[config.mk]
export PLATFORM = sky130hd
export DESIGN_NAME = src_alu
export DESIGN_NICKNAME = d
export VERILOG_FILES = /design/src/rtl/search_result_cache_defines.svh /design/src/rtl/src_pkg.sv /design/src/rtl/src_alu.sv
export SDC_FILE = /design/constraint.sdc
export NUM_CORES = 1
export LEC_CHECK = 0
export BUFFER_PORTS_ARGS = -buffer_cell sky130_fd_sc_hd__buf_2
export CELL_PAD_IN_SITES_DETAIL_PLACEMENT = 1
export CELL_PAD_IN_SITES_GLOBAL_PLACEMENT = 1
export CORE_MARGIN = 10
export CORE_UTILIZATION = 34
export DETAILED_ROUTE_END_ITERATION = 6
export GPL_ROUTABILITY_DRIVEN = 0
export PLACE_DENSITY_LB_ADDON = 0.1
export SLEW_MARGIN = 20
export SYNTH_ARGS = -nofsm -noshare
export SYNTH_HDL_FRONTEND = slang
export SYNTH_SLANG_ARGS = --single-unit
[constraint.sdc]
create_clock -name vclk -period 5.7
set_input_delay 0.285 -clock vclk [all_inputs]
set_output_delay 0.285 -clock vclk [all_outputs]
set_load 0.01 [all_outputs]
[src/rtl/search_result_cache_defines.svh]
// assertion macros for the search result cache
`ifndef SEARCH_RESULT_CACHE_DEFINES_SVH
`define SEARCH_RESULT_CACHE_DEFINES_SVH
`ifndef NO_ASSERTIONS
`define SRC_ASSERT(label, prop, msg) \
  label: assert property (@(posedge clk) disable iff (rst) (prop)) else $error(msg);
`define SRC_ASSERT_IMPL(label, ante, cons, msg) \
  label: assert property (@(posedge clk) disable iff (rst) (ante) |-> (cons)) else $error(msg);
`else
`define SRC_ASSERT(label, prop, msg)
`define SRC_ASSERT_IMPL(label, ante, cons, msg)
`endif
`endif

[src/rtl/src_pkg.sv]
// shared types, codes and helpers of the search result cache
package src_pkg;

  localparam int INDEX_BITS  = 16;
  localparam int TABLE_DEPTH = 1 << INDEX_BITS;
  localparam int ALU_W       = 18;
  localparam int CFG_INDEX_W = 2;
  localparam int CFG_DATA_W  = 16;

  typedef logic [INDEX_BITS-1:0]   index_t;
  typedef logic signed [ALU_W-1:0] alu_t;

  typedef struct packed {
    logic        valid;
    logic [63:0] key;
    logic [7:0]  depth;
    logic [7:0]  generation;
    logic [6:0]  fifty;
    logic [7:0]  castling;
    logic [15:0] score;
    logic [15:0] eval;
    logic [31:0] move;
    logic [1:0]  bound;
  } entry_t;

  typedef struct packed {
    logic lt;
    logic eq;
  } alu_flags_t;

  localparam logic OP_PROBE = 1'b0;
  localparam logic OP_STORE = 1'b1;

  localparam logic [1:0] BOUND_UPPER = 2'd0;
  localparam logic [1:0] BOUND_LOWER = 2'd1;
  localparam logic [1:0] BOUND_EXACT = 2'd2;

  localparam logic [2:0] CODE_NONE       = 3'd0;
  localparam logic [2:0] CODE_AVOID_NULL = 3'd1;
  localparam logic [2:0] CODE_UPPER      = 3'd2;
  localparam logic [2:0] CODE_LOWER      = 3'd3;
  localparam logic [2:0] CODE_EXACT      = 3'd4;

  localparam logic [CFG_INDEX_W-1:0] CFG_GENERATION = 2'd0;
  localparam logic [CFG_INDEX_W-1:0] CFG_MATE_HIGH  = 2'd1;
  localparam logic [CFG_INDEX_W-1:0] CFG_MATE_LOW   = 2'd2;
  localparam logic [CFG_INDEX_W-1:0] CFG_NULL_RED   = 2'd3;

  localparam alu_t SAT_MAX = 18'sd32767;
  localparam alu_t SAT_MIN = -18'sd32768;

  function automatic alu_t from_s16(logic [15:0] v);
    return alu_t'({{(ALU_W-16){v[15]}}, v});
  endfunction

  function automatic alu_t from_u8(logic [7:0] v);
    return alu_t'({{(ALU_W-8){1'b0}}, v});
  endfunction

  function automatic logic [15:0] sat16(alu_t v);
    logic [15:0] r;
    if (v > SAT_MAX) begin
      r = SAT_MAX[15:0];
    end else if (v < SAT_MIN) begin
      r = SAT_MIN[15:0];
    end else begin
      r = v[15:0];
    end
    return r;
  endfunction

endpackage

[src/rtl/src_alu.sv]
// shared subtract and compare unit
module src_alu (
  input  src_pkg::alu_t       a,
  input  src_pkg::alu_t       b,
  output src_pkg::alu_t       diff,
  output src_pkg::alu_flags_t flags
);

  assign diff     = a - b;
  assign flags.lt = diff[src_pkg::ALU_W-1];
  assign flags.eq = (diff == '0);

endmodule

==> results of run 1 <==
power by group:
group | internal, µW | switching, µW
logic | 74.0 | 92.8
clock network | 0 | 0
registers | 0 | 0
layout by cell type (no fill, tap or decap), types with 2 or more instances in the layout:
cell type	n
buf_2	56
inv_1	20
ha_1	17
a21oi_1	11
xnor2_1	8
o21ai_0	6
a21o_1	5
o21ai_1	5
nor2_1	5
nor3_1	5
xor2_1	5
o211ai_1	3
nand3_1	3
o21bai_1	3
o21a_1	2
nand2_1	2
nor4_2	2
or4_1	2
stage by stage:
stage	hold WS [ns]	instances	total power (µW)	util, %
floorplan	0.723	129	111	-
global placement	0.920	214	165	46.3
detailed placement	0.975	214	169	46.3
CTS	0.975	214	170	46.3
global route	0.988	214	187	46.3
finish	0.965	214	167	46.3
layer usage:
| metal | wire length, µm | global-route usage, % | vias up |
|---|---|---|---|
| met4 | 0 | 0 | 0 |
| met2 | 1710 | 22.6 | 30 |
| li1 | - | - | 592 |
| met3 | 233 | 2.59 | 0 |
| met5 | 0 | 0 | - |
| met1 | 1300 | 12.6 | 513 |
layout make-up:
type / count / area (µm²)
fillers: 384 / 1460
repair buffers: 56 / 280
multi-input cells: 107 / 860
inverters: 20 / 75.1
well taps: 31 / 38.8
path summary, 6_finish.rpt:
path / slack [ns] / start / to
worst max-delay path: 1.71 / a[0] / flags[0]
worst min-delay path: 0.97 / b[0] / diff[0]
kinds of logic (layout without fill, tap and decap cells):
| kind of cell | after synthesis | count (layout) | synth area share, % |
|---|---|---|---|
| AOI/OAI and AO/OA | 48 | 48 | 35.8 |
| adders and majority gates | 18 | 18 | 24.4 |
| buffers and inverters | 22 | 76 | 9.84 |
| and+or+nand+nor | 28 | 28 | 18.0 |
| xor gates and xnor gates | 13 | 13 | 11.9 |
==> results.yml, run 1 <==
logic_synthesis:
  syn_area_per_cell_um2: 7.39
  synth_top_area_share_pct: 22.3
  synth_area_leader_cell: "ha_1"
  syn_nets: 183
  yosys_warnings: 0
  synth_most_common_cell: "inv_1"
  synthCells: 129
  netlist_top_cells_count: "inv_1 (20), ha_1 (17), a21oi_1 (11), xnor2_1 (8), o21ai_0 (6)"
  ys_seq_area_share_pct: 0
  synth.distinct_cells: 42
  syn_area_um2: 953
  synth.area.top_cells: "ha_1 (22%), inv_1 (7.9%), xnor2_1 (7.3%), a21oi_1 (5.8%), xor2_1 (4.6%)"
final_layout:
  seq_cell_count: 0
  area_growth_pct: 31.5
  nClkBuffers: 0
  drive_gt1_share_pct: 35.0
  antenna_cells: 0
  design_area_um2: 1250
  num-nets-final: 239
  regArea_um2: 0
floorplan:
  die_h_um: 73.0
  coreArea_um2: 2710
  io_pins: 56
  die_area_um2: 5320
  initial_core_util_pct: 35.2
  die_w_um: 73.0
  num_rows: 19
detailed_routing:
  drt_pre_antenna_iters: 4
  ant_nets: 0
  vias: 1135
  post_drt_wl_per_cell_um: 15.1
  wirelength_mm: 3.24
  drtIter0Drc: 24
  drc: 0
  avgViaCountPerCell: 5.30
worst_setup_path:
  worstPathRequired_ns: 5.41
  critPathMaxStageDelay_ns: 0.47
  crit_chain: "buf_2 > inv_1 > ha_1 > inv_1 > fa_1 > a211oi_2 > o21ai_1 > a21o_1 > a2111oi_2 > or4b_1 > or4_1 > or4_1 > nor4_2 > buf_2"
  crit_path_start_kind: "primary input"
  cp-end-kind: "primary output"
  cp_num_buf_inv: 4
  arrival_ns: 3.70
  cp_top_family: "simple AND/OR/NAND/NOR gates"
  crit_fanout: 3
  crit_cells: 14
  critPathSlowestCell: "or4b_1"
  critPathKind: "in2out"
global_route:
  grt_pass1_wl_mm: 5.31
  grt_max_degree: 10
  overflow: 0
  antenna_found_initial: 0
  grt_use_total_pct: 11.5
  grt_pass1_vias: 1221
timing:
  min_period_ns: 3.99
  worst_pin_slew_ns: 0.517
  rsz0062_at_grt: "false"
  slew_violations: 0
  fin_tns_setup_ns: 0
  period_share_pct: 70.0
  clock.fmax_ghz: 0.251
  slew_headroom_pct: 65.5
  setup_viol: 0
  setup_slack_ns: 1.71
  finalHoldViolCount: 0
run:
  cap_viol_max_count: 0
clock_network:
  post_cts_resized: 0
  cts_setup_buffers: 0
  cts_hold_buf: 0
power:
  p_per_area_nw_per_um2: 133
  leakage_uw: 0.000672
  ir_drop_mv: 0.0749
place:
  hpwl_mm: 2.97
  place_ws_ns: 1.72
  post_dp_cell_area_um2: 1250
  numPortBuffers: 56
hold_path:
  hp-class: "in2out"
  hold_depth: 4
run_status:
  status: "completed"
(Power assumes the default switching activity.)
==> run 2: changes to the inputs <==
--- a/config.mk
+++ b/config.mk
@@ -9,7 +9,7 @@
 export CELL_PAD_IN_SITES_DETAIL_PLACEMENT = 1
 export CELL_PAD_IN_SITES_GLOBAL_PLACEMENT = 1
 export CORE_MARGIN = 10
-export CORE_UTILIZATION = 34
+export CORE_UTILIZATION = 28
 export DETAILED_ROUTE_END_ITERATION = 6
 export GPL_ROUTABILITY_DRIVEN = 0
 export PLACE_DENSITY_LB_ADDON = 0.1
==> constraint.sdc (replaced) <==
create_clock -name vclk -period 3.35
set_input_delay 0.1675 -clock vclk [all_inputs]
set_output_delay 0.1675 -clock vclk [all_outputs]
set_load 0.01 [all_outputs]
==> run 2 against run 1 <==
Effect of this change: the run now ends with setup timing left; final cell count is 16% higher; die area rose by 15%; final area up 19%; total power up 110%; utilization is 1.4 points lower; sequential share of layout area unchanged; routed wire length increased by 9.9%; global-route usage shrank 0.67 points; via count is 9.6% higher; non-clock buffer count is 20 higher; worst hold slack got worse by 0.26 ns; flip-flop and latch count unchanged; largest power group unchanged.
==> results.yml, run 2 (synthesis gave the netlist of run 1 again) <==
final_layout:
  layout_common_cells: "buf_2 (55), buf_4 (19), inv_1 (18)"
  nClkBuffers: 0
  regArea_um2: 0
  num-nets-final: 259
  antenna_cells: 0
  fillers: 452
  drive_gt1_share_pct: 44.3
  seq_cell_count: 0
  layout_commonest_cell: "buf_2"
  stdcell_count: 249
  area_growth_pct: 55.9
detailed_routing:
  ant_nets: 0
  drtIter0Drc: 34
  wirelength_mm: 3.56
  vias: 1244
  drt_pre_antenna_iters: 4
  avgViaCountPerCell: 5.00
  drc: 0
  post_drt_wl_per_cell_um: 14.3
worst_setup_path:
  critPathKind: "in2out"
  worstPathRequired_ns: 3.18
  arrival_ns: 3.34
  critPathMaxStageDelay_ns: 0.45
  crit_path_start_kind: "primary input"
  cp-end-kind: "primary output"
  cp_top_family: "simple AND/OR/NAND/NOR gates"
  critPathSlowestCell: "or4b_1"
  crit_chain: "buf_6 > inv_4 > ha_4 > inv_2 > fa_2 > a211oi_4 > o21ai_2 > a21o_1 > a2111oi_4 > or4b_1 > or4_1 > or4_4 > nor4_4 > buf_2"
  cp_num_buf_inv: 4
  crit_fanout: 3
place:
  numPortBuffers: 56
  hpwl_mm: 3.26
  numPlacedInstances: 248
floorplan:
  io_pins: 56
  num_rows: 21
  initial_core_util_pct: 28.8
  coreArea_um2: 3310
  die_w_um: 78.4
  die_area_um2: 6140
  die_h_um: 78.4
timing:
  slew_headroom_pct: 68.8
  setup_viol: 1
  clock.fmax_ghz: 0.285
  min_period_ns: 3.51
  setup_slack_ns: -0.158
  finalHoldViolCount: 0
  period_share_pct: 105
  rsz0062_at_grt: "true"
  fin_tns_setup_ns: -0.158
  slew_violations: 0
  worst_pin_slew_ns: 0.466
hold_path:
  hp-class: "in2out"
run_status:
  status: "finished with violations"
  violations: "setup timing"
global_route:
  overflow: 0
  grt_max_degree: 10
  grt_pass1_wl_mm: 5.87
  grt_pass1_vias: 1310
  grt_use_total_pct: 10.8
  antenna_found_initial: 0
power:
  p_per_area_nw_per_um2: 232
  ir_drop_mv: 0.0893
  leakage_uw: 0.000776
run:
  cap_viol_max_count: 0
clock_network:
  cts_hold_buf: 0
==> run 2: final timing paths <==
| check | from | end | slack, ns | cells after the start |
|---|---|---|---|---|
| min | b[0] | diff[0] | 0.71 | 4 |
| max | a[0] | flags[0] | -0.16 | 14 |
==> run 2: final cells by class <==
| cell class | count | area, µm² | share of cell area [%] |
|---|---|---|---|
| repair buffers | 76 | 440 | 29.6 |
| inverters | 20 | 77.6 | 5.22 |
| well taps | 46 | 57.6 | 3.87 |
| multi-input cells | 107 | 911 | 61.3 |
==> run 2: repair_timing <==
item,4_1_cts,5_1_grt
resized for setup,8,4
setup endpoints to repair,1,1
setup buffers,1,0
pin swaps,2,2
==> run 2: tightest hold or removal path, stage by stage <==
cell	delay, ns
buf_2	0.09
ha_4	0.11
inv_1	0.04
buf_2	0.13
==> run 2: stage by stage <==
stage	cell area (µm²)	util, %	total power (µW)	setup slack (ns)	hold slack [ns]
after global routing	1490	44.9	380	-0.310	0.740
final	1490	44.9	345	-0.158	0.709
after global placement	1420	43.0	324	-0.290	0.682
after detailed placement	1420	43.0	334	-0.362	0.710
after CTS	1460	44.1	342	-0.135	0.716
after floorplan	962	-	191	0.00899	0.488
==> run 2: report_power, final <==
| group | switching [µW] | internal, µW |
|---|---|---|
| clock | 0 | 0 |
| combinational | 179 | 166 |
| sequential | 0 | 0 |
==> run 2: per-layer routing <==
layer  global-route usage, %  routed length, µm
met2                    23.7               2110
met3                    1.37                140
met1                    10.3               1270
met4                    1.08                 33
met5                       0                  0
==> run 3: changes to the inputs <==
--- a/config.mk
+++ b/config.mk
@@ -5,6 +5,7 @@
 export SDC_FILE = /design/constraint.sdc
 export NUM_CORES = 1
 export LEC_CHECK = 0
+export ABC_AREA = 1
 export BUFFER_PORTS_ARGS = -buffer_cell sky130_fd_sc_hd__buf_2
 export CELL_PAD_IN_SITES_DETAIL_PLACEMENT = 1
 export CELL_PAD_IN_SITES_GLOBAL_PLACEMENT = 1
@@ -12,7 +13,8 @@
 export CORE_UTILIZATION = 28
 export DETAILED_ROUTE_END_ITERATION = 6
 export GPL_ROUTABILITY_DRIVEN = 0
-export PLACE_DENSITY_LB_ADDON = 0.1
+export GPL_TIMING_DRIVEN = 0
+export PLACE_DENSITY = 0.88
 export SLEW_MARGIN = 20
 export SYNTH_ARGS = -nofsm -noshare
 export SYNTH_HDL_FRONTEND = slang
==> run 3 against run 2 <==
Effect of this change: the flow now finishes without violations; non-clock buffer count is 19 lower; routed wire length is 22% higher; worst hold slack worse by 0.020 ns; combinational power is 6.4% lower; critical path type unchanged; total power is 6.4% lower; final cell count is 49% higher; synthesized cell count is 100% higher; first-iteration DRC count is 62% higher; global-route usage is 0.16 points higher.
==> results.yml, run 3 <==
run_status:
  status: "completed"
final_layout:
  drive_gt1_share_pct: 23.5
  antenna_cells: 0
  nClkBuffers: 0
  layout_common_cells: "nand2_1 (101), inv_1 (70), buf_2 (56)"
  area_growth_pct: 26.7
  seq_cell_count: 0
  fillers: 668
  layout_commonest_cell: "nand2_1"
  regArea_um2: 0
  num-nets-final: 375
  stdcell_count: 371
detailed_routing:
  wirelength_mm: 4.34
  drtIter0Drc: 55
  post_drt_wl_per_cell_um: 11.7
  ant_nets: 0
  drc: 0
  avgViaCountPerCell: 4.52
  vias: 1678
  drt_pre_antenna_iters: 4
worst_setup_path:
  cp-end-kind: "primary output"
  critPathKind: "in2out"
  crit_chain: "buf_2 > inv_1 > ha_1 > inv_1 > fa_1 > nand2_1 > nand2_1 > nand3b_1 > nand2_1 > nand2_1 > nand3b_1 > nand2_1 > nand2_1 > nor2_1 > nand2_1 > nor2_2 > buf_2"
  critPathMaxStageDelay_ns: 0.40
  crit_path_start_kind: "primary input"
  endpoint: "flags[0]"
  cp_top_family: "simple AND/OR/NAND/NOR gates"
  worstPathRequired_ns: 3.18
  arrival_ns: 2.14
  crit_fanout: 5
  cp_common_cell: "nand2_1"
  cp_num_buf_inv: 4
  crit_cells: 17
  setup.worst_path.start: "a[0]"
  critPathSlowestCell: "fa_1"
timing:
  setup_viol: 0
  slew_headroom_pct: 83.8
  fin_tns_setup_ns: 0
  clock.fmax_ghz: 0.434
  slew_violations: 0
  finalHoldViolCount: 0
  period_share_pct: 68.8
  rsz0062_at_grt: "false"
  worst_pin_slew_ns: 0.240
  min_period_ns: 2.31
global_route:
  overflow: 0
  grt_pass1_vias: 1788
  grt_pass1_wl_mm: 7.40
  antenna_found_initial: 0
  grt_max_degree: 6
  grt_use_total_pct: 10.9
logic_synthesis:
  synth_area_leader_cell: "nand2_1"
  synth_most_common_cell: "nand2_1"
  synth.distinct_cells: 24
  synth_top_family_by_area: "simple AND/OR/NAND/NOR gates"
  netlist_top_cells_count: "nand2_1 (101), inv_1 (70), ha_1 (17), nand3_1 (17), nor2_1 (15)"
  synth_fa_ha_area_share_pct: 18.0
  syn_area_per_cell_um2: 4.92
  synth_top_area_share_pct: 29.3
  synth_compound_area_share_pct: 6.19
  synth_xor_area_share_pct: 2.03
  synthCells: 263
  syn_area_um2: 1290
  syn_nets: 317
  yosys.area_share.simple_pct: 52.0
  ys_seq_area_share_pct: 0
  yosys_warnings: 0
  synth.mux.area_fraction_pct: 0
  synth.area.top_cells: "nand2_1 (29%), inv_1 (20%), ha_1 (16%), nand3_1 (6.6%), nor2_1 (4.4%)"
place:
  numPlacedInstances: 371
  hpwl_mm: 4.12
  numPortBuffers: 56
power:
  leakage_uw: 0.00115
  ir_drop_mv: 0.0812
  p_per_area_nw_per_um2: 197
floorplan:
  die_h_um: 88.0
  coreArea_um2: 4410
  die_area_um2: 7740
  die_w_um: 88.0
  num_rows: 24
  io_pins: 56
  initial_core_util_pct: 29.3
clock_network:
  cts_setup_buffers: 0
  post_cts_resized: 0
  cts_hold_buf: 0
run:
  cap_viol_max_count: 0
hold_path:
  hp-class: "in2out"
run 3: worst min-delay path by stage:
stage / slack [ns] / startpoint / to / depth (start not counted)
final: 0.69 / b[0] / diff[0] / 4
after global routing: 0.73 / b[0] / diff[0] / 4
after CTS: 0.70 / b[0] / diff[0] / 4
after detailed placement: 0.70 / b[0] / diff[0] / 4
after global placement: 0.68 / b[0] / diff[0] / 4
after floorplan: 0.49 / b[0] / diff[0] / 2
run 3: final cells by class:
cell class	instances	area (µm²)	area share, %
well taps	52	65.1	3.97
repair buffers	56	280	17.1
multi-input cells	189	1010	61.8
plain buffers	1	7.51	0.458
inverters	73	274	16.7
run 3: metal layers:
layer	GRT usage [%]	share of wire (%)	vias to the layer above
met5	0	0	-
met4	0.290	0	0
met3	2.69	6.9	0
met2	22.4	53	28
met1	11.2	41	754
li1	-	-	896
run 3: cells by family after synthesis:
family,after synthesis
simple gates,154
buf+inv,74
fa+ha+maj,18
compound gates,14
xor+xnor,3
run 3: power by group:
part | internal, µW | switching, µW | total [µW]
combinational | 125 | 198 | 323
sequential | 0 | 0 | 0
clock | 0 | 0 | 0
total | 125 | 198 | 323
run 3: per-stage QoR:
stage / hold WS [ns] / total power, µW / utilization [%] / setup WS [ns] / instance area (µm²)
after global routing: 0.727 / 374 / 37.1 / 0.775 / 1640
after global placement: 0.683 / 315 / 37.1 / 1.08 / 1640
after floorplan: 0.488 / 216 / - / 1.38 / 1290
final: 0.689 / 323 / 37.1 / 1.04 / 1640
after detailed placement: 0.700 / 329 / 37.1 / 1.03 / 1640
after CTS: 0.701 / 331 / 37.1 / 1.02 / 1640
